--- config.mk ---
export PLATFORM = sky130hd
export DESIGN_NAME = evi_lane
export DESIGN_NICKNAME = d
export VERILOG_FILES = /design/src/hdl/eased_vector_interpolator_unit_assert.svh /design/src/hdl/evi_pkg.sv /design/src/hdl/evi_lane.sv
export SDC_FILE = /design/constraint.sdc
export NUM_CORES = 2
export LEC_CHECK = 0
export BUFFER_PORTS_ARGS = -buffer_cell sky130_fd_sc_hd__buf_2
export CAP_MARGIN = 20
export CORE_MARGIN = 8
export CORE_UTILIZATION = 50
export DETAILED_ROUTE_END_ITERATION = 8
export MAX_ROUTING_LAYER = met4
export PLACE_DENSITY = 0.67
export SLEW_MARGIN = 10
export SYNTH_ARGS = -nofsm -noshare
export SYNTH_HDL_FRONTEND = slang
export SYNTH_SLANG_ARGS = --single-unit
--- constraint.sdc ---
create_clock -name clk_i -period 18.52 [get_ports clk_i]
set_input_delay 3.704 -clock clk_i [delete_from_list [all_inputs] [get_ports clk_i]]
set_output_delay 3.704 -clock clk_i [all_outputs]
set_load 0.005 [all_outputs]
--- src/hdl/eased_vector_interpolator_unit_assert.svh ---
// Assertion macros shared by the eased vector interpolator RTL.
`ifndef EASED_VECTOR_INTERPOLATOR_UNIT_ASSERT_SVH
`define EASED_VECTOR_INTERPOLATOR_UNIT_ASSERT_SVH
`ifndef SYNTHESIS
// Same-cycle implication on clk_i, disabled during reset.
`define EVI_ASSERT_IMP(lbl, ante, cons, msg) \
  lbl: assert property (@(posedge clk_i) disable iff (!rst_ni) (ante) |-> (cons)) \
    else $error(msg);
// Next-cycle implication on clk_i, disabled during reset.
`define EVI_ASSERT_NXT(lbl, ante, cons, msg) \
  lbl: assert property (@(posedge clk_i) disable iff (!rst_ni) (ante) |=> (cons)) \
    else $error(msg);
`else
`define EVI_ASSERT_IMP(lbl, ante, cons, msg)
`define EVI_ASSERT_NXT(lbl, ante, cons, msg)
`endif
`endif

--- src/hdl/evi_pkg.sv ---
// Shared types, constants and curve tables of the eased vector interpolator.
package evi_pkg;

  localparam int LANES        = 3;
  localparam int NUM_COMP     = 3;
  localparam int FRAC_BITS    = 16;
  localparam int YW           = FRAC_BITS + 1;
  localparam int VAL_W        = 32;
  localparam int EL_W         = 16;
  localparam int DUR_W        = 15;
  localparam int CNT_W        = 2;
  localparam int DIV_STEPS    = FRAC_BITS;
  localparam int SIN_SEG_BITS = FRAC_BITS - 5;
  localparam int EXP_SEG_BITS = FRAC_BITS - 4;
  localparam int LATENCY      = DIV_STEPS + 4;

  localparam logic [YW-1:0] ONE  = YW'(1) << FRAC_BITS;
  localparam logic [YW-1:0] HALF = YW'(1) << (FRAC_BITS - 1);

  typedef enum logic [2:0] {
    OP_LINEAR     = 3'd0,
    OP_SIN_IN     = 3'd1,
    OP_SIN_OUT    = 3'd2,
    OP_SIN_INOUT  = 3'd3,
    OP_QUAD_IN    = 3'd4,
    OP_QUAD_OUT   = 3'd5,
    OP_QUAD_INOUT = 3'd6,
    OP_EXPO_OUT   = 3'd7
  } ease_op_e;

  typedef enum logic [1:0] {
    MODE_START,
    MODE_TARGET,
    MODE_INTERP
  } mode_e;

  typedef struct packed {
    ease_op_e                        op;
    mode_e                           mode;
    logic [CNT_W-1:0]                cnt;
    logic [LANES-1:0][VAL_W-1:0]     start;
    logic [LANES-1:0][VAL_W-1:0]     target;
  } side_t;

  // Quarter sine, sin(k*pi/64) in Q1.16
  function automatic logic [16:0] sine_at(input logic [5:0] idx);
    logic [16:0] v;
    unique case (idx)
      6'd0:  v = 17'd0;     6'd1:  v = 17'd3216;  6'd2:  v = 17'd6424;
      6'd3:  v = 17'd9616;  6'd4:  v = 17'd12785; 6'd5:  v = 17'd15924;
      6'd6:  v = 17'd19024; 6'd7:  v = 17'd22078; 6'd8:  v = 17'd25080;
      6'd9:  v = 17'd28020; 6'd10: v = 17'd30893; 6'd11: v = 17'd33692;
      6'd12: v = 17'd36410; 6'd13: v = 17'd39040; 6'd14: v = 17'd41576;
      6'd15: v = 17'd44011; 6'd16: v = 17'd46341; 6'd17: v = 17'd48559;
      6'd18: v = 17'd50660; 6'd19: v = 17'd52639; 6'd20: v = 17'd54491;
      6'd21: v = 17'd56212; 6'd22: v = 17'd57798; 6'd23: v = 17'd59244;
      6'd24: v = 17'd60547; 6'd25: v = 17'd61705; 6'd26: v = 17'd62714;
      6'd27: v = 17'd63572; 6'd28: v = 17'd64277; 6'd29: v = 17'd64827;
      6'd30: v = 17'd65220; 6'd31: v = 17'd65457; 6'd32: v = 17'd65536;
      default: v = 17'd0;
    endcase
    return v;
  endfunction

  // 2^(-k/16) in Q1.16
  function automatic logic [16:0] exp_at(input logic [4:0] idx);
    logic [16:0] v;
    unique case (idx)
      5'd0:  v = 17'd65536; 5'd1:  v = 17'd62757; 5'd2:  v = 17'd60097;
      5'd3:  v = 17'd57549; 5'd4:  v = 17'd55109; 5'd5:  v = 17'd52773;
      5'd6:  v = 17'd50535; 5'd7:  v = 17'd48393; 5'd8:  v = 17'd46341;
      5'd9:  v = 17'd44376; 5'd10: v = 17'd42495; 5'd11: v = 17'd40693;
      5'd12: v = 17'd38968; 5'd13: v = 17'd37316; 5'd14: v = 17'd35734;
      5'd15: v = 17'd34219; 5'd16: v = 17'd32768;
      default: v = 17'd0;
    endcase
    return v;
  endfunction

endpackage

--- src/hdl/evi_lane.sv ---
// One interpolation lane: registered weight product, then round and add.
module evi_lane (
  input  logic                        clk_i,
  input  logic [evi_pkg::YW-1:0]      y_i,
  input  logic [evi_pkg::VAL_W-1:0]   start_i,
  input  logic [evi_pkg::VAL_W-1:0]   target_i,
  input  evi_pkg::mode_e              mode_i,
  output logic [evi_pkg::VAL_W-1:0]   value_o
);

  localparam int F  = evi_pkg::FRAC_BITS;
  localparam int VW = evi_pkg::VAL_W;
  localparam int PW = VW + 1 + evi_pkg::YW + 1;

  logic signed [VW:0]   diff;
  logic signed [PW-1:0] prod_d;

  // Multiply the weight by target minus start
  always_comb begin
    diff   = $signed({target_i[VW-1], target_i}) - $signed({start_i[VW-1], start_i});
    prod_d = PW'(diff) * PW'($signed({1'b0, y_i}));
  end

  logic signed [PW-1:0] prod_q;
  logic [VW-1:0]        s_q;
  logic [VW-1:0]        t_q;
  evi_pkg::mode_e       mode_q;

  always_ff @(posedge clk_i) begin
    prod_q <= prod_d;
    s_q    <= start_i;
    t_q    <= target_i;
    mode_q <= mode_i;
  end

  logic signed [PW-1:0] rnd;
  logic signed [PW-1:0] shr;
  logic [VW-1:0]        lerp;

  // Round half up, floor-shift, add to start, then pick start, target or lerp by mode
  always_comb begin
    rnd  = prod_q + $signed(PW'(evi_pkg::HALF));
    shr  = rnd >>> F;
    lerp = s_q + shr[VW-1:0];
    unique case (mode_q)
      evi_pkg::MODE_START:  value_o = s_q;
      evi_pkg::MODE_TARGET: value_o = t_q;
      evi_pkg::MODE_INTERP: value_o = lerp;
      default:              value_o = '0;
    endcase
  end

endmodule

==> flow_metrics.env <==
export IMPL_cp_slowest_cell="o311ai_4"
export IMPL_tritoncts="yes"
export IMPL_worstMarginPinSlew_ns=1.127
export IMPL_syn2layout_area_growth_pct=6.636
export IMPL_core_mm2=0.04855
export IMPL_syn_nets=3526
export IMPL_dr_first_iter_drc_count=1135
export IMPL_tns_ns=0
export IMPL_portBuffers=115
export IMPL_yosys_cell_types_count=64
export IMPL_postRouteAntennaNets=0
export IMPL_antenna_cells=0
export IMPL_place_congestion=0.8983
export IMPL_cts_root_buf="clkbuf_16"
export IMPL_num_vias=18530
export IMPL_htree_levels=3
export IMPL_die_h_um=236.7
export IMPL_grt_pass1_wl_mm=105.4
export IMPL_routed_via_density=5.392
export IMPL_arrival_ns=12.99
export IMPL_cp_end_kind="flop"
export IMPL_clk_pin_slew_worst_paths_ns=0.08
export IMPL_drc=0
export IMPL_synth_top_area_share_pct=42.41
export IMPL_critPathMaxFanout=17
export IMPL_synthFlopType="dfxtp_1"
export IMPL_start_util_pct=50.18
export IMPL_postCtsSetupBuffers=0
export IMPL_drive_gt1_share_pct=6.892
export IMPL_hold_viol=0
export IMPL_wirelength_mm=63.48
export IMPL_ctsLongestPathBuffers=2
export IMPL_rsz0062_at_grt="no"
export IMPL_grt_pass1_vias=20510
export IMPL_finalSetupViolCount=0
export IMPL_maxCapViolCount=0
export IMPL_yosys_warnings=0
export IMPL_fin_crit_ns=12.73
export IMPL_place_hpwl_mm=49.89
export IMPL_yosysMostFrequentCell="inv_1"
export IMPL_netlist_instances=2752
export IMPL_grt_overflow=0
export IMPL_synth_edf_count=0
export IMPL_cts_hold_buf=0
export IMPL_hold_path_class="in -> reg"
export IMPL_criticalPathCategory="in -> reg"
export IMPL_cpMostUsedCell="fa_1"
export IMPL_post_cts_resized=0
export IMPL_grt_max_degree=39
export IMPL_post_drt_wl_per_cell_um=18.47
export IMPL_status="finished clean"
export IMPL_synth_common_cells="inv_1, fa_1, nand2_1"
export IMPL_fmax_mhz=78.53
export IMPL_yosysSeqAreaShare_pct=8.136
export IMPL_fin_nets=3584
export IMPL_numCtsBuffers=9
export IMPL_async_reset_ff_share_pct=0
export IMPL_track_usage_pct=24.16
export IMPL_slew_violations=0
export IMPL_dieArea_mm2=0.05604
export IMPL_slowest_delay_ns=0.79
export IMPL_syn_area_mm2=0.02436
export IMPL_synth_area_per_cell_um2=8.851
export IMPL_slew_headroom_pct=24.47
export IMPL_die_w_um=236.7
export IMPL_clock_sinks=99
export IMPL_yosys_register_bits=99
export IMPL_critPathLaunchType="primary input"
export IMPL_ys_top_cells_by_area="fa_1, inv_1, ha_1"
export IMPL_worstPathRequired_ns=18.78
export IMPL_dr_pass1_iters=5
export IMPL_antenna_found_initial=1
export IMPL_fp_row_count=81
export IMPL_fin_crit_sh_pct=68.76
export IMPL_ios=116
export IMPL_synth_largest_area_cell="fa_1"
==> worst max-delay path, delay by kind of cell <==
family                     cells  cell delay (ns)
adders and majority gates      8             3.56
and+or+nand+nor                7             1.56
buffers and inverters          5             0.33
xor gates and xnor gates       1             0.23
AOI/OAI and AO/OA             11             3.59
==> metal layers <==
metal / wire length, um / vias up / GRT usage [%]
met1: 25750 / 9433 / 29.26
li1: - / 8324 / -
met5: 0 / - / -
met3: 4229 / 129 / 3.522
met4: 1715 / 0 / 7.096
met2: 31780 / 648 / 41.74
==> cells by family after synthesis <==
family                   count (synthesis)  share of synthesized area, %
adder cells (fa/ha/maj)                690                         51.35
AO/OA/AOI/OAI                          248                         6.529
AND/OR/NAND/NOR                        829                         17.27
XOR/XNOR                               117                         4.263
multiplexers                            21                        0.8629
buffers and inverters                  748                         11.59
flip-flops                              99                         8.136
==> cell type report <==
cell class | count | area [um2]
Clock buffer | 9 | 225.2
Clock inverter | 7 | 76.32
Fill cell | 4422 | 22570
Inverter | 651 | 2444
Multi-Input combinational cell | 1905 | 19670
Sequential cell | 99 | 1983
Tap cell | 622 | 778.2
Timing Repair Buffer | 144 | 797.0
==> per-stage QoR <==
stage | utilization, % | std cells | hold WS (ns) | setup WS [ns] | instance area [um2]
floorplan | - | 2752 | 3.732 | 6.772 | 24360
global placement | 52.86 | 3420 | 3.808 | 5.398 | 25660
detailed placement | 52.89 | 3421 | 3.815 | 5.286 | 25670
CTS | 53.51 | 3437 | 3.401 | 5.680 | 25970
global route | 53.51 | 3437 | 3.403 | 5.324 | 25970
finish | 53.51 | 3437 | 3.422 | 5.787 | 25970
==> sequential cells by signal (all words and copies together) (netlist names) <==
register	flops
s_q	32
mode_q	2
t_q	32
prod_q	33
==> cells in the final DEF, fill, tap and decap left out, drive strengths merged, types with 5 or more instances in the layout <==
master	Yosys	final
inv	651	655
fa	516	516
nand2	334	334
and2	284	284
ha	174	174
buf	9	144
dfxtp	99	99
xnor2	90	90
o21ai	68	68
a21oi	64	64
nor2	60	60
a21o	29	29
nor2b	26	26
xor2	26	26
nor3	24	24
o21a	21	21
mux2i	21	21
nand3	20	20
nand4	16	16
nand2b	14	14
o21bai	12	12
and3	11	11
and4	9	9
clkbuf	88	9
or3	8	8
a31oi	7	7
or2	6	6
o211ai	5	5
nor4	5	5
nand3b	5	5
a22oi	5	5
==> worst paths after layout <==
check                  start  depth (start not counted)  slack, ns          to
setup / recovery  start_i[1]                         32       5.79  prod_q[47]
hold / removal     mode_i[1]                          1       3.42   mode_q[1]
Power is left out: the tool's default activity adds up to more than one toggle a clock period on the data nets, which glitch-free logic cannot reach.
