===== src/hdl/eased_vector_interpolator_unit_assert.svh =====
// Assertion macros shared by the eased vector interpolator RTL.
`ifndef EASED_VECTOR_INTERPOLATOR_UNIT_ASSERT_SVH
`define EASED_VECTOR_INTERPOLATOR_UNIT_ASSERT_SVH
`ifndef SYNTHESIS
// Same-cycle implication on clk_i, disabled during reset.
`define EVI_ASSERT_IMP(lbl, ante, cons, msg) \
  lbl: assert property (@(posedge clk_i) disable iff (!rst_ni) (ante) |-> (cons)) \
    else $error(msg);
// Next-cycle implication on clk_i, disabled during reset.
`define EVI_ASSERT_NXT(lbl, ante, cons, msg) \
  lbl: assert property (@(posedge clk_i) disable iff (!rst_ni) (ante) |=> (cons)) \
    else $error(msg);
`else
`define EVI_ASSERT_IMP(lbl, ante, cons, msg)
`define EVI_ASSERT_NXT(lbl, ante, cons, msg)
`endif
`endif


===== src/hdl/evi_pkg.sv =====
// Shared types, constants and curve tables of the eased vector interpolator.
package evi_pkg;

  localparam int LANES        = 3;
  localparam int NUM_COMP     = 3;
  localparam int FRAC_BITS    = 16;
  localparam int YW           = FRAC_BITS + 1;
  localparam int VAL_W        = 32;
  localparam int EL_W         = 16;
  localparam int DUR_W        = 15;
  localparam int CNT_W        = 2;
  localparam int DIV_STEPS    = FRAC_BITS;
  localparam int SIN_SEG_BITS = FRAC_BITS - 5;
  localparam int EXP_SEG_BITS = FRAC_BITS - 4;
  localparam int LATENCY      = DIV_STEPS + 4;

  localparam logic [YW-1:0] ONE  = YW'(1) << FRAC_BITS;
  localparam logic [YW-1:0] HALF = YW'(1) << (FRAC_BITS - 1);

  typedef enum logic [2:0] {
    OP_LINEAR     = 3'd0,
    OP_SIN_IN     = 3'd1,
    OP_SIN_OUT    = 3'd2,
    OP_SIN_INOUT  = 3'd3,
    OP_QUAD_IN    = 3'd4,
    OP_QUAD_OUT   = 3'd5,
    OP_QUAD_INOUT = 3'd6,
    OP_EXPO_OUT   = 3'd7
  } ease_op_e;

  typedef enum logic [1:0] {
    MODE_START,
    MODE_TARGET,
    MODE_INTERP
  } mode_e;

  typedef struct packed {
    ease_op_e                        op;
    mode_e                           mode;
    logic [CNT_W-1:0]                cnt;
    logic [LANES-1:0][VAL_W-1:0]     start;
    logic [LANES-1:0][VAL_W-1:0]     target;
  } side_t;

  // Quarter sine, sin(k*pi/64) in Q1.16
  function automatic logic [16:0] sine_at(input logic [5:0] idx);
    logic [16:0] v;
    unique case (idx)
      6'd0:  v = 17'd0;     6'd1:  v = 17'd3216;  6'd2:  v = 17'd6424;
      6'd3:  v = 17'd9616;  6'd4:  v = 17'd12785; 6'd5:  v = 17'd15924;
      6'd6:  v = 17'd19024; 6'd7:  v = 17'd22078; 6'd8:  v = 17'd25080;
      6'd9:  v = 17'd28020; 6'd10: v = 17'd30893; 6'd11: v = 17'd33692;
      6'd12: v = 17'd36410; 6'd13: v = 17'd39040; 6'd14: v = 17'd41576;
      6'd15: v = 17'd44011; 6'd16: v = 17'd46341; 6'd17: v = 17'd48559;
      6'd18: v = 17'd50660; 6'd19: v = 17'd52639; 6'd20: v = 17'd54491;
      6'd21: v = 17'd56212; 6'd22: v = 17'd57798; 6'd23: v = 17'd59244;
      6'd24: v = 17'd60547; 6'd25: v = 17'd61705; 6'd26: v = 17'd62714;
      6'd27: v = 17'd63572; 6'd28: v = 17'd64277; 6'd29: v = 17'd64827;
      6'd30: v = 17'd65220; 6'd31: v = 17'd65457; 6'd32: v = 17'd65536;
      default: v = 17'd0;
    endcase
    return v;
  endfunction

  // 2^(-k/16) in Q1.16
  function automatic logic [16:0] exp_at(input logic [4:0] idx);
    logic [16:0] v;
    unique case (idx)
      5'd0:  v = 17'd65536; 5'd1:  v = 17'd62757; 5'd2:  v = 17'd60097;
      5'd3:  v = 17'd57549; 5'd4:  v = 17'd55109; 5'd5:  v = 17'd52773;
      5'd6:  v = 17'd50535; 5'd7:  v = 17'd48393; 5'd8:  v = 17'd46341;
      5'd9:  v = 17'd44376; 5'd10: v = 17'd42495; 5'd11: v = 17'd40693;
      5'd12: v = 17'd38968; 5'd13: v = 17'd37316; 5'd14: v = 17'd35734;
      5'd15: v = 17'd34219; 5'd16: v = 17'd32768;
      default: v = 17'd0;
    endcase
    return v;
  endfunction

endpackage


===== src/hdl/evi_divider.sv =====
// Pipelined restoring divider: one quotient bit per stage, sideband alongside.
module evi_divider (
  input  logic                           clk_i,
  input  logic                           rst_ni,
  input  logic                           valid_i,
  input  logic [evi_pkg::DUR_W-1:0]      rem_i,
  input  logic [evi_pkg::DUR_W-1:0]      dvs_i,
  input  evi_pkg::side_t                 side_i,
  output logic                           valid_o,
  output logic [evi_pkg::FRAC_BITS-1:0]  quot_o,
  output evi_pkg::side_t                 side_o
);

  localparam int N  = evi_pkg::DIV_STEPS;
  localparam int RW = evi_pkg::DUR_W;
  localparam int QW = evi_pkg::FRAC_BITS;

  logic [N-1:0]   vld_q;
  logic [RW-1:0]  rem_q  [N];
  logic [RW-1:0]  dvs_q  [N];
  logic [QW-1:0]  quot_q [N];
  evi_pkg::side_t side_q [N];

  for (genvar k = 0; k < N; k++) begin : gen_step
    logic           v_in;
    logic [RW-1:0]  rem_in;
    logic [RW-1:0]  dvs_in;
    logic [QW-1:0]  q_in;
    evi_pkg::side_t s_in;
    logic [RW:0]    shl;
    logic [RW:0]    sub;
    logic           ge;

    // Take the stage inputs from the ports or the stage before
    if (k == 0) begin : gen_first
      assign v_in   = valid_i;
      assign rem_in = rem_i;
      assign dvs_in = dvs_i;
      assign q_in   = '0;
      assign s_in   = side_i;
    end else begin : gen_next
      assign v_in   = vld_q[k-1];
      assign rem_in = rem_q[k-1];
      assign dvs_in = dvs_q[k-1];
      assign q_in   = quot_q[k-1];
      assign s_in   = side_q[k-1];
    end

    // Shift in a zero numerator bit and trial-subtract the divisor
    assign shl = {rem_in, 1'b0};
    assign sub = shl - {1'b0, dvs_in};
    assign ge  = (shl >= {1'b0, dvs_in});

    always_ff @(posedge clk_i or negedge rst_ni) begin
      if (!rst_ni) begin
        vld_q[k] <= 1'b0;
      end else begin
        vld_q[k] <= v_in;
      end
    end

    always_ff @(posedge clk_i) begin
      rem_q[k]  <= ge ? sub[RW-1:0] : shl[RW-1:0];
      dvs_q[k]  <= dvs_in;
      quot_q[k] <= {q_in[QW-2:0], ge};
      side_q[k] <= s_in;
    end
  end

  assign valid_o = vld_q[N-1];
  assign quot_o  = quot_q[N-1];
  assign side_o  = side_q[N-1];

endmodule


===== config.mk =====
export PLATFORM = sky130hd
export DESIGN_NAME = evi_divider
export DESIGN_NICKNAME = d
export VERILOG_FILES = /design/src/hdl/eased_vector_interpolator_unit_assert.svh /design/src/hdl/evi_pkg.sv /design/src/hdl/evi_divider.sv
export SDC_FILE = /design/constraint.sdc
export NUM_CORES = 2
export LEC_CHECK = 0
export BUFFER_PORTS_ARGS = -buffer_cell sky130_fd_sc_hd__buf_2
export CAP_MARGIN = 20
export CORE_AREA = 3 3 420 422
export CTS_CLUSTER_DIAMETER = 200
export DETAILED_ROUTE_END_ITERATION = 12
export DIE_AREA = 0 0 423 425
export GPL_TIMING_DRIVEN = 0
export PLACE_DENSITY = 0.81
export RECOVER_POWER = 50
export SLEW_MARGIN = 25
export SYNTH_ARGS = -nofsm -noshare
export SYNTH_HDL_FRONTEND = slang
export SYNTH_SLANG_ARGS = --single-unit

===== constraint.sdc =====
create_clock -name clk_i -period 2.95 [get_ports clk_i]
set_input_delay 0.295 -clock clk_i [delete_from_list [all_inputs] [get_ports clk_i]]
set_output_delay 0.295 -clock clk_i [all_outputs]
set_load 0.03 [all_outputs]

==> summary.txt <==
Worst EP required - 3.72 ns
Synth Register Bits - 3,786
via count - 42,950
worst path bufs/invs - 4
first-pass GRT wire length - 253.9 mm
Clock Root Buffer - clkbuf_16
Starting Density - 0.5176
Overall Power - 0.1229 W
final hold vios - 0
Switching Fraction - 0.2486
most frequent cells in the layout - 3,765 x dfxtp_1, 425 x buf_2, 412 x dlygate4sd3_1
all-layer global routing usage - 0.1792
ys async rst share - 0.004226
WHS - 0.09488 ns
clock transition at the registers of the reported paths - 0.06 ns
Slowest Stage Delay on Critical Path - 0.52 ns
Max rail drop VDD - 1032 uV
cells along the critical path - dlygate4sd3_1 -> buf_2 -> inv_1 -> fa_1 -> a21o_1 -> a221oi_2 -> a21oi_1 -> o21bai_1 -> a21oi_2 -> o21ai_4 -> buf_2 -> mux2_2
Residual DRC - 0
Flop pwr share - 0.474
DRT Pass-1 Iters - 5
commonest non-fill, non-tap cell in the layout - dfxtp_1
Logic pwr share - 0.155
Pins Over Slew Limit - 0
fin nets - 7,407
Yosys warnings - 0
final clock skew - 0.07076 ns
leakage power - 48.37 nW
CTS Sinks - 3,786
core area - 173,400 um2
TritonCTS clock tree - built
routed wire length - 162.4 mm
Max Clk Rate - 0.3379 GHz
Routed Antenna Nets - 0
synthesis-to-finish area growth - 24.01%
WP data arrival - 3.73 ns
vias per cell - 4.512
Post-synth EDFFs - 0
Final Critical Period - 2.960 ns
worst-path fanout max - 10
switching power - 0.03055 W
most used cell, CP - buf_2
per-cell routed wire length - 17.07 um
type of the worst setup path - input port to register
Ports - 448
IO buf count - 447
reg2reg setup slack - 0.11 ns
CP endpoint kind - register
total power divided by cell area - 1104 nW/um2
Final WS setup - -0.009847 ns
vias in the first global route - 46,570
CTS max path bufs - 4
H-tree level count - 5
final period utilization - 1.003
die height - 425 um
Cells after Synth - 5,681
failing checks - negative setup slack
GRT overflow - 0
DR iter-0 viols - 2,109
latest clock arrival within the worst-skew pair - 0.94 ns
Final setup viols - 1
row cnt - 153
Die Footprint - 179,800 um2
DP HPWL - 84.15 mm
result of the run - complete, but fails checks
CP startpoint kind - input port
layout cell share with drive strength beyond 1 - 0.1756
Synth cell types - 75
Post-Syn Area per Cell - 15.80 um2
initial antenna violation count - 5
width of the die - 423 um
RD Place Congestion - 0.8941
slew margin rel. - 0.4758
Worst Hold Class - input port to register
CP top delay family - compound AO/OA/AOI/OAI gates
internal power - 0.09232 W
CP max stage cell - dlygate4sd3_1
sequential share of the synthesized area - 0.8452
Num CTS Buffers - 355
Post-Syn Area - 89,770 um2
clock share of power - 0.371
Top FF cell, synth - dfxtp_1
max-cap violations - 0
Worst Tran Pin Value - 0.7781 ns
Mapped Nets - 6,167
pin count of the biggest net entering global routing - 18
[layout make-up]
cell class                 count  area [um2]
tap                         2325        2909
inverter                     273        1025
sequential                  3786       75880
antenna                        5       12.51
multi-input combinational   1593       13010
clock inverter               122        1585
timing repair buffer         884        6566
buffer                        28       180.2
clock buffer                 501       10160
fill                       11490       62120
[cells in the mapped netlist (10+ instances only)]
cell type	instances	area share
ha_1	239	0.033
mux2_2	179	0.022
and3_1	21	0.0015
a21oi_1	174	0.0097
a31oi_1	25	0.0017
nor2b_1	24	0.0017
o31a_1	17	0.0017
a211oi_1	29	0.0024
nand3_1	29	0.0016
o21a_1	53	0.0044
buf_2	13	0.00072
nor2_1	122	0.0051
xnor2_1	116	0.011
nand2b_1	20	0.0014
dfrtp_1	16	0.0045
a21o_1	76	0.0064
inv_1	273	0.011
a211o_1	10	0.00098
nand2_1	82	0.0034
o21ai_0	104	0.0058
o21bai_1	20	0.0017
dfxtp_1	3770	0.84
nand4_1	20	0.0014
clkbuf_1	15	0.00063
fa_1	15	0.0033
xor2_1	48	0.0047
nor3_1	22	0.0012
[stage by stage]
| step | setup WS, ns | util | TNS [ns] | std cells | instance area (um2) |
|---|---|---|---|---|---|
| floorplan | 0.1081 | - | 0 | 5681 | 89770 |
| global placement | -0.3025 | 0.5473 | -15.48 | 8453 | 94910 |
| detailed placement | -0.3854 | 0.5473 | -21.84 | 8453 | 94910 |
| CTS | 0.007126 | 0.6404 | 0 | 9497 | 111100 |
| global route | -0.002657 | 0.6418 | -0.004068 | 9515 | 111300 |
| finish | -0.009847 | 0.6419 | -0.009847 | 9517 | 111300 |
[layer usage]
metal	share of wire	GRT usage	vias to the layer above	routed length (um)
met5	0	0	-	0
met4	0.040	0.07585	0	6452
met3	0.044	0.03796	438	7106
met2	0.55	0.3520	1146	90050
met1	0.36	0.1802	20280	58830
li1	-	-	21080	-
[final timing paths]
path	startpoint	to	cells past startpoint
setup / recovery	dvs_i[0]	rem_q[0][9]	12
hold / removal	side_i[77]	side_q[0][77]	2
setup reg to reg	dvs_q[6][0]	rem_q[3][20]	9
hold reg to reg	side_q[1][970]	side_q[1][1169]	0
max in group asynchronous	rst_ni	gen_step[14].v_in	3
min in group asynchronous	rst_ni	gen_step[15].v_in	3
[power by group through the flow]
stage	logic, W	clock network (W)	registers (W)
2_1_floorplan	0.0132	0	0.0588
3_5_place_dp	0.0173	0	0.0592
3_3_place_gp	0.0169	0	0.0590
4_1_cts	0.0185	0.0464	0.0582
6_report	0.0191	0.0456	0.0582
5_1_grt	0.0209	0.0486	0.0586
[sequential cells by signal, indices dropped and copies added (netlist names)]
register / flops
gen_step.v_in: 15
rem_q: 225
quot_q: 136
dvs_q: 225
side_q: 3184
valid_o: 1
[cells by family after synthesis]
group                    Yosys count  share of synthesized area
buffers and inverters            302                    0.01289
flip-flops                      3786                     0.8452
multiplexers                     188                    0.02390
AO/OA/AOI/OAI                    615                    0.04559
XOR/XNOR                         164                    0.01600
AND/OR/NAND/NOR                  372                    0.01975
adder cells (fa/ha/maj)          254                    0.03666
[repair_timing]
item                                    in CTS  in global routing
endpoints found under the setup margin     135                131
endpoints found under the hold margin      246                  6
gates cloned                                 1                  0
pin swaps                                    9                 16
hold buffers                               411                  1
setup buffers                                9                 15
resized for setup                           43                 42
Power figures use the tool's default switching activity.
