### config.mk
export PLATFORM = sky130hd
export DESIGN_NAME = evi_ease
export DESIGN_NICKNAME = d
export VERILOG_FILES = /design/src/hdl/eased_vector_interpolator_unit_assert.svh /design/src/hdl/evi_pkg.sv /design/src/hdl/evi_ease.sv
export SDC_FILE = /design/constraint.sdc
export NUM_CORES = 2
export LEC_CHECK = 0
export BUFFER_PORTS_ARGS = -buffer_cell sky130_fd_sc_hd__buf_2
export CAP_MARGIN = 25
export CORE_MARGIN = 2
export CORE_UTILIZATION = 40
export DETAILED_ROUTE_END_ITERATION = 8
export HOLD_SLACK_MARGIN = 0.1
export PLACE_DENSITY = 0.64
export SYNTH_ARGS = -nofsm -noshare
export SYNTH_HDL_FRONTEND = slang
export SYNTH_SLANG_ARGS = --single-unit
### constraint.sdc
create_clock -name clk_i -period 14.63 [get_ports clk_i]
set_input_delay 2.1945 -clock clk_i [delete_from_list [all_inputs] [get_ports clk_i]]
set_output_delay 2.1945 -clock clk_i [all_outputs]
set_load 0.01 [all_outputs]
### src/hdl/eased_vector_interpolator_unit_assert.svh
// Assertion macros shared by the eased vector interpolator RTL.
`ifndef EASED_VECTOR_INTERPOLATOR_UNIT_ASSERT_SVH
`define EASED_VECTOR_INTERPOLATOR_UNIT_ASSERT_SVH
`ifndef SYNTHESIS
// Same-cycle implication on clk_i, disabled during reset.
`define EVI_ASSERT_IMP(lbl, ante, cons, msg) \
  lbl: assert property (@(posedge clk_i) disable iff (!rst_ni) (ante) |-> (cons)) \
    else $error(msg);
// Next-cycle implication on clk_i, disabled during reset.
`define EVI_ASSERT_NXT(lbl, ante, cons, msg) \
  lbl: assert property (@(posedge clk_i) disable iff (!rst_ni) (ante) |=> (cons)) \
    else $error(msg);
`else
`define EVI_ASSERT_IMP(lbl, ante, cons, msg)
`define EVI_ASSERT_NXT(lbl, ante, cons, msg)
`endif
`endif

### src/hdl/evi_pkg.sv
// Shared types, constants and curve tables of the eased vector interpolator.
package evi_pkg;

  localparam int LANES        = 3;
  localparam int NUM_COMP     = 3;
  localparam int FRAC_BITS    = 16;
  localparam int YW           = FRAC_BITS + 1;
  localparam int VAL_W        = 32;
  localparam int EL_W         = 16;
  localparam int DUR_W        = 15;
  localparam int CNT_W        = 2;
  localparam int DIV_STEPS    = FRAC_BITS;
  localparam int SIN_SEG_BITS = FRAC_BITS - 5;
  localparam int EXP_SEG_BITS = FRAC_BITS - 4;
  localparam int LATENCY      = DIV_STEPS + 4;

  localparam logic [YW-1:0] ONE  = YW'(1) << FRAC_BITS;
  localparam logic [YW-1:0] HALF = YW'(1) << (FRAC_BITS - 1);

  typedef enum logic [2:0] {
    OP_LINEAR     = 3'd0,
    OP_SIN_IN     = 3'd1,
    OP_SIN_OUT    = 3'd2,
    OP_SIN_INOUT  = 3'd3,
    OP_QUAD_IN    = 3'd4,
    OP_QUAD_OUT   = 3'd5,
    OP_QUAD_INOUT = 3'd6,
    OP_EXPO_OUT   = 3'd7
  } ease_op_e;

  typedef enum logic [1:0] {
    MODE_START,
    MODE_TARGET,
    MODE_INTERP
  } mode_e;

  typedef struct packed {
    ease_op_e                        op;
    mode_e                           mode;
    logic [CNT_W-1:0]                cnt;
    logic [LANES-1:0][VAL_W-1:0]     start;
    logic [LANES-1:0][VAL_W-1:0]     target;
  } side_t;

  // Quarter sine, sin(k*pi/64) in Q1.16
  function automatic logic [16:0] sine_at(input logic [5:0] idx);
    logic [16:0] v;
    unique case (idx)
      6'd0:  v = 17'd0;     6'd1:  v = 17'd3216;  6'd2:  v = 17'd6424;
      6'd3:  v = 17'd9616;  6'd4:  v = 17'd12785; 6'd5:  v = 17'd15924;
      6'd6:  v = 17'd19024; 6'd7:  v = 17'd22078; 6'd8:  v = 17'd25080;
      6'd9:  v = 17'd28020; 6'd10: v = 17'd30893; 6'd11: v = 17'd33692;
      6'd12: v = 17'd36410; 6'd13: v = 17'd39040; 6'd14: v = 17'd41576;
      6'd15: v = 17'd44011; 6'd16: v = 17'd46341; 6'd17: v = 17'd48559;
      6'd18: v = 17'd50660; 6'd19: v = 17'd52639; 6'd20: v = 17'd54491;
      6'd21: v = 17'd56212; 6'd22: v = 17'd57798; 6'd23: v = 17'd59244;
      6'd24: v = 17'd60547; 6'd25: v = 17'd61705; 6'd26: v = 17'd62714;
      6'd27: v = 17'd63572; 6'd28: v = 17'd64277; 6'd29: v = 17'd64827;
      6'd30: v = 17'd65220; 6'd31: v = 17'd65457; 6'd32: v = 17'd65536;
      default: v = 17'd0;
    endcase
    return v;
  endfunction

  // 2^(-k/16) in Q1.16
  function automatic logic [16:0] exp_at(input logic [4:0] idx);
    logic [16:0] v;
    unique case (idx)
      5'd0:  v = 17'd65536; 5'd1:  v = 17'd62757; 5'd2:  v = 17'd60097;
      5'd3:  v = 17'd57549; 5'd4:  v = 17'd55109; 5'd5:  v = 17'd52773;
      5'd6:  v = 17'd50535; 5'd7:  v = 17'd48393; 5'd8:  v = 17'd46341;
      5'd9:  v = 17'd44376; 5'd10: v = 17'd42495; 5'd11: v = 17'd40693;
      5'd12: v = 17'd38968; 5'd13: v = 17'd37316; 5'd14: v = 17'd35734;
      5'd15: v = 17'd34219; 5'd16: v = 17'd32768;
      default: v = 17'd0;
    endcase
    return v;
  endfunction

endpackage

### src/hdl/evi_ease.sv
// Two-stage easing curve unit: table lookups and products, then combine.
module evi_ease (
  input  logic                           clk_i,
  input  logic                           rst_ni,
  input  logic                           valid_i,
  input  logic [evi_pkg::FRAC_BITS-1:0]  x_i,
  input  evi_pkg::side_t                 side_i,
  output logic                           valid_o,
  output logic [evi_pkg::YW-1:0]         y_o,
  output evi_pkg::side_t                 side_o
);

  localparam int F    = evi_pkg::FRAC_BITS;
  localparam int YW   = evi_pkg::YW;
  localparam int SSB  = evi_pkg::SIN_SEG_BITS;
  localparam int ESB  = evi_pkg::EXP_SEG_BITS;
  localparam int SIW  = YW - SSB;
  localparam int SPW  = YW + SSB;
  localparam int EPW  = YW + ESB;
  localparam int TW   = YW + 4;
  localparam int WW   = YW + F + 1;
  localparam logic [YW-1:0] ONE  = evi_pkg::ONE;
  localparam logic [YW-1:0] HALF = evi_pkg::HALF;

  // Stage A: arguments, table reads and products
  logic [YW-1:0]   x_w;
  logic            lo;
  logic [YW:0]     twox;
  logic [YW-1:0]   p_lo;
  logic [YW:0]     p_hi;
  logic [YW-1:0]   p;
  logic [SIW-1:0]  si;
  logic [SSB-1:0]  sfr;
  logic [16:0]     sbase;
  logic [16:0]     sdiff;
  logic [SPW-1:0]  sprod;
  logic [YW-1:0]   u;
  logic [2*YW-1:0] sq;
  logic [TW-1:0]   t10;
  logic [3:0]      n_raw;
  logic [3:0]      n_cl;
  logic [F-1:0]    ef;
  logic [3:0]      ei;
  logic [ESB-1:0]  efr;
  logic [16:0]     ebase;
  logic [16:0]     ediff;
  logic [EPW-1:0]  eprod;

  always_comb begin
    x_w  = {1'b0, x_i};
    lo   = (x_w < HALF);
    twox = {x_w, 1'b0};
    p_lo = ONE - twox[YW-1:0];
    p_hi = twox - {1'b0, ONE};
    unique case (side_i.op)
      evi_pkg::OP_SIN_IN:    p = ONE - x_w;
      evi_pkg::OP_SIN_INOUT: p = lo ? p_lo : p_hi[YW-1:0];
      default:               p = x_w;
    endcase
    si    = p[YW-1:SSB];
    sfr   = p[SSB-1:0];
    sbase = evi_pkg::sine_at(6'(si));
    sdiff = evi_pkg::sine_at(6'(si) + 6'd1) - sbase;
    sprod = SPW'(sdiff) * SPW'(sfr);

    if (side_i.op == evi_pkg::OP_QUAD_IN ||
        (side_i.op == evi_pkg::OP_QUAD_INOUT && lo)) begin
      u = x_w;
    end else begin
      u = ONE - x_w;
    end
    sq = (2*YW)'(u) * (2*YW)'(u);

    t10   = {x_w, 3'b000} + {2'b00, x_w, 1'b0};
    n_raw = t10[F+3:F];
    n_cl  = (n_raw > 4'd9) ? 4'd9 : n_raw;
    ef    = t10[F-1:0];
    ei    = ef[F-1:ESB];
    efr   = ef[ESB-1:0];
    ebase = evi_pkg::exp_at({1'b0, ei});
    ediff = ebase - evi_pkg::exp_at({1'b0, ei} + 5'd1);
    eprod = EPW'(ediff) * EPW'(efr);
  end

  logic            a_vld_q;
  evi_pkg::side_t  a_side_q;
  logic [YW-1:0]   a_x_q;
  logic            a_lo_q;
  logic            a_sat_q;
  logic [16:0]     a_sbase_q;
  logic [SPW-1:0]  a_sprod_q;
  logic [2*YW-1:0] a_sq_q;
  logic [3:0]      a_n_q;
  logic [16:0]     a_ebase_q;
  logic [EPW-1:0]  a_eprod_q;

  always_ff @(posedge clk_i or negedge rst_ni) begin
    if (!rst_ni) begin
      a_vld_q <= 1'b0;
    end else begin
      a_vld_q <= valid_i;
    end
  end

  always_ff @(posedge clk_i) begin
    a_side_q  <= side_i;
    a_x_q     <= x_w;
    a_lo_q    <= lo;
    a_sat_q   <= si[SIW-1];
    a_sbase_q <= sbase;
    a_sprod_q <= sprod;
    a_sq_q    <= sq;
    a_n_q     <= n_cl;
    a_ebase_q <= ebase;
    a_eprod_q <= eprod;
  end

  // Stage B: finish the curves, clamp and apply the mode
  logic [YW-1:0] sv;
  logic [WW-1:0] sfull;
  logic [YW-1:0] s_val;
  logic [YW:0]   s_hi;
  logic [YW-1:0] s_lo;
  logic [YW:0]   q16;
  logic [YW:0]   q15;
  logic [16:0]   ev;
  logic [WW-1:0] esum;
  logic [WW-1:0] eshr;
  logic [YW:0]   yr;
  logic [YW-1:0] yc;
  logic [YW-1:0] y_d;

  always_comb begin
    sv    = a_sat_q ? ONE : a_sbase_q + YW'(a_sprod_q >> SSB);
    sfull = {1'b0, sv, {F{1'b0}}} + WW'(1 << 15);
    s_val = sfull[16 +: YW];
    s_hi  = {1'b0, ONE} + {1'b0, s_val};
    s_lo  = ONE - s_val;
    q16   = (YW+1)'(a_sq_q >> F);
    q15   = (YW+1)'(a_sq_q >> (F - 1));
    ev    = a_ebase_q - 17'(a_eprod_q >> ESB);
    esum  = {1'b0, ev, {F{1'b0}}} + (WW'(1) << (5'(a_n_q) + 5'd15));
    eshr  = esum >> (5'(a_n_q) + 5'd16);

    unique case (a_side_q.op)
      evi_pkg::OP_LINEAR:     yr = {1'b0, a_x_q};
      evi_pkg::OP_SIN_IN:     yr = {1'b0, s_lo};
      evi_pkg::OP_SIN_OUT:    yr = {1'b0, s_val};
      evi_pkg::OP_SIN_INOUT:  yr = a_lo_q ? {2'b00, s_lo[YW-1:1]} : {1'b0, s_hi[YW:1]};
      evi_pkg::OP_QUAD_IN:    yr = q16;
      evi_pkg::OP_QUAD_OUT:   yr = {1'b0, ONE} - q16;
      evi_pkg::OP_QUAD_INOUT: yr = a_lo_q ? q15 : {1'b0, ONE} - q15;
      evi_pkg::OP_EXPO_OUT:   yr = {1'b0, ONE} - (YW+1)'(eshr);
      default:                yr = {1'b0, a_x_q};
    endcase
    yc = (yr > {1'b0, ONE}) ? ONE : yr[YW-1:0];

    unique case (a_side_q.mode)
      evi_pkg::MODE_START:  y_d = '0;
      evi_pkg::MODE_TARGET: y_d = ONE;
      evi_pkg::MODE_INTERP: y_d = yc;
      default:              y_d = '0;
    endcase
  end

  logic b_vld_q;

  always_ff @(posedge clk_i or negedge rst_ni) begin
    if (!rst_ni) begin
      b_vld_q <= 1'b0;
    end else begin
      b_vld_q <= a_vld_q;
    end
  end

  always_ff @(posedge clk_i) begin
    y_o    <= y_d;
    side_o <= a_side_q;
  end

  assign valid_o = b_vld_q;

endmodule

==> results.txt <==
The number of instances in the synthesized netlist was 4722. The type of the tightest min-delay check is flop to flop. The cell area after layout was 47600 µm²; the layout net count was 6184. The number of distinct library cell variants in the gate-level netlist after synthesis is 113, and the clock period minus final worst setup slack is 13.86 ns.

Setup violations remaining at the end of the flow were counted as 0. The clock-pin slew on the worst setup and hold paths is 0.06 ns, and the post-synthesis async set-or-reset flop share is 0.00380. Required arrival time at the worst endpoint: 15.17 ns. In this run the cell area of the synthesized design comes to 41700 µm². The reg-to-reg critical path startpoint was a_eprod_q[13]. In the layout the commonest cells are 702 x sky130_fd_sc_hd__inv_1, 535 x sky130_fd_sc_hd__nor2_1, 524 x sky130_fd_sc_hd__dfxtp_1. The die is 327 µm tall. Hold timing on the final database bottoms out at a slack of 0.314 ns. The ratio of final minimum period to clock period was 0.947; the deepest level of the CTS H-tree was 2. For this block, the via count after detailed routing is 34700.

The tools report the worst flop-to-flop path endpoint as y_o[7]. The tool flagged a number of max-cap violations equal to 0. The Yosys step of the flow raised 0 warnings.

The number of storage elements in the synthesis netlist is 526. Dividing the synthesized area by the synthesized cell count gives 8.83 µm². The finished layout holds 6569 standard cells, fillers aside. Most common library cell in the layout ignoring fill and taps: sky130_fd_sc_hd__inv_1. The sequential-to-total area share from yosys stat was 0.253; the highest achievable clock rate was 72.1 MHz.

Counting cells, the worst reg-to-reg path comes to 30. The run gives 0 as the number of hold violations in the final report. The normalized max-slew margin is 0.251. The tools report the element type at the critical path end as a flop. For hold timing, the worst endpoint is side_o[169]. Data arrives at the worst endpoint at 14.40 ns. The count of flip-flops with a built-in enable after synthesis was 0; the area growth from synthesis to layout was 14.1%.

The tools report the number of buffers inserted during clock tree synthesis as 50. The tools report the final count of pins violating max slew as 0. After detailed routing, the average wire length per cell comes to 20.5 µm. The fraction of final layout cells with drive strength greater than 1 is 0.141.

The critical hold path startpoint is a_side_q[169]. The tools report the first-pass GRT wire length as 205000 µm. Setup repair after global routing left no endpoint under its margin.

The routed design has 134000 µm of wire. At the pin with the least slew margin, the transition time is 1.12 ns. At the end of routability-driven placement, the weighted congestion stood at 0.939. The most instantiated flip-flop cell in the synthesis netlist is sky130_fd_sc_hd__dfxtp_1. The later pin in the worst-skew pair is clocked with a latency of 0.63 ns.

In the routed layout, each cell is associated on average with a via count of 5.28. CTS placed an instance of sky130_fd_sc_hd__clkbuf_16 at the clock tree root. The final HPWL from detailed placement is 110000 µm, and the DRC violation total after the first TritonRoute iteration is 2729. The quantity of I/O buffers inserted on ports is 434. The logs give 435 for the number of I/O pins and 103000 µm² for the core box area.

The run gives 6467 as the number of instances in the placed design. The kind of start point of the critical path was an input pin. The floorplan has 118 rows. The clock sink count is 526.

The overall routing resource usage came out at 0.248. The floorplan step set the die width to 327 µm. The aggregate global routing overflow is 0. For this run, the slowest stage of the critical path takes 0.54 ns. The run gives 0.0450 ns as the post-route clock skew.

The slowest stage of the critical path is the sky130_fd_sc_hd__fa_1 cell. For this run, the detailed router's first-pass iteration total came to 6. The initial antenna violation count was 31; the highest net fanout along the worst path was 11. The full die area came out at 107000 µm². Counting along the longest clock path gives a buffer depth of 3.

The number of routed nets with antenna violations came out at 0. The worst hold path was traced through 0 stages. Starting utilization of the core area: 0.403. TritonCTS built the clock tree. The tools report the via count of the first global-routing pass as 34700.

The total negative setup slack came out at 0 ns. The run finished with clean final reports. The logs give 45700 µm² for the area after detailed placement and 0 for the remaining routing DRC violations. Buffers added to address setup during post-CTS repair amount to 0. The logs give 6.22 ns for the slack of the worst reg-to-reg path and 43 for the maximum number of pins on one net before global-route repair. Classification of the worst setup path: input pin to flop.
[cells in the mapped netlist, types with 37 or more instances]
master | n | area (µm²)
sky130_fd_sc_hd__inv_1 | 702 | 2640
sky130_fd_sc_hd__nand3_1 | 68 | 340
sky130_fd_sc_hd__ha_1 | 364 | 4550
sky130_fd_sc_hd__nand2b_1 | 53 | 332
sky130_fd_sc_hd__dfxtp_1 | 524 | 10500
sky130_fd_sc_hd__clkbuf_1 | 159 | 597
sky130_fd_sc_hd__o21ai_0 | 170 | 851
sky130_fd_sc_hd__nor2_1 | 535 | 2010
sky130_fd_sc_hd__xor2_1 | 56 | 490
sky130_fd_sc_hd__fa_1 | 462 | 9250
sky130_fd_sc_hd__xnor2_1 | 128 | 1120
sky130_fd_sc_hd__nor3_1 | 117 | 586
sky130_fd_sc_hd__a21oi_1 | 190 | 951
sky130_fd_sc_hd__nand2_1 | 430 | 1610
sky130_fd_sc_hd__a21o_1 | 37 | 278
[layout make-up]
type / instances / area [µm²]
tap: 1380 / 1730
fill: 9951 / 55900
inverter: 716 / 2690
timing repair buffer: 553 / 3080
sequential: 526 / 10500
clock buffer: 68 / 1410
clock inverter: 23 / 367
antenna: 10 / 25.0
multi-input combinational: 3293 / 27700
[state kept, by name, summed over array words and instances, names as in the netlist]
name       cells
a_n_q          4
a_lo_q         1
a_sprod_q     17
a_sq_q        20
a_side_q     199
a_ebase_q     17
a_sat_q        1
a_eprod_q     17
y_o           17
a_sbase_q     17
a_vld_q        1
side_o       199
a_x_q         15
valid_o        1
[cells by family (layout without fill, tap and decap cells)]
logic type	count (synthesis)	count (layout)	share of synthesized area
flip-flops	526	526	0.253
multiplexers	26	26	0.00681
buffers and inverters	912	1360	0.0842
AO/OA/AOI/OAI	810	810	0.129
AND/OR/NAND/NOR	1433	1433	0.156
XOR/XNOR	186	186	0.0396
other	2	21	0.000180
adder cells (fa/ha/maj)	827	827	0.331
[worst max-delay path: cells and delay by family]
family | cells | cell delay (ns)
xor gates and xnor gates | 3 | 0.51
buffers and inverters | 6 | 0.50
adders and majority gates | 10 | 4.25
and+or+nand+nor | 11 | 2.43
AOI/OAI and AO/OA | 21 | 4.51
[through the flow]
step | util | setup WS (ns)
5_1_grt | 0.460 | 0.0156
6_report | 0.460 | 0.770
2_1_floorplan | - | 0.0269
3_5_place_dp | 0.442 | 0.328
3_3_place_gp | 0.442 | 0.451
4_1_cts | 0.459 | 0.867
[per-layer routing]
metal / up-vias / wire [µm] / global-route usage
li1: 16200 / - / -
met1: 16700 / 54200 / 0.307
met2: 1457 / 63600 / 0.422
met3: 282 / 10900 / 0.0503
met4: 34 / 5550 / 0.0949
met5: - / 230 / 0
[worst max path at each step]
stage	cells after the start	end	startpoint	slack [ns]
after floorplan	58	a_sprod_q[27]	x_i[1]	0.03
after global placement	52	a_sprod_q[27]	x_i[1]	0.45
after detailed placement	50	a_eprod_q[28]	x_i[3]	0.33
after CTS	50	a_eprod_q[28]	x_i[3]	0.87
after global routing	51	a_eprod_q[28]	x_i[2]	0.02
final	51	a_sprod_q[27]	x_i[1]	0.77
[timing repair]
item                                    4_1_cts  5_1_grt
gates resized for setup                       0        7
endpoints found under the setup margin        0        5
hold buffers                                  0        0
Power is not shown: default switching activity piles up to over one toggle a cycle in this logic, so the estimate is an artifact.
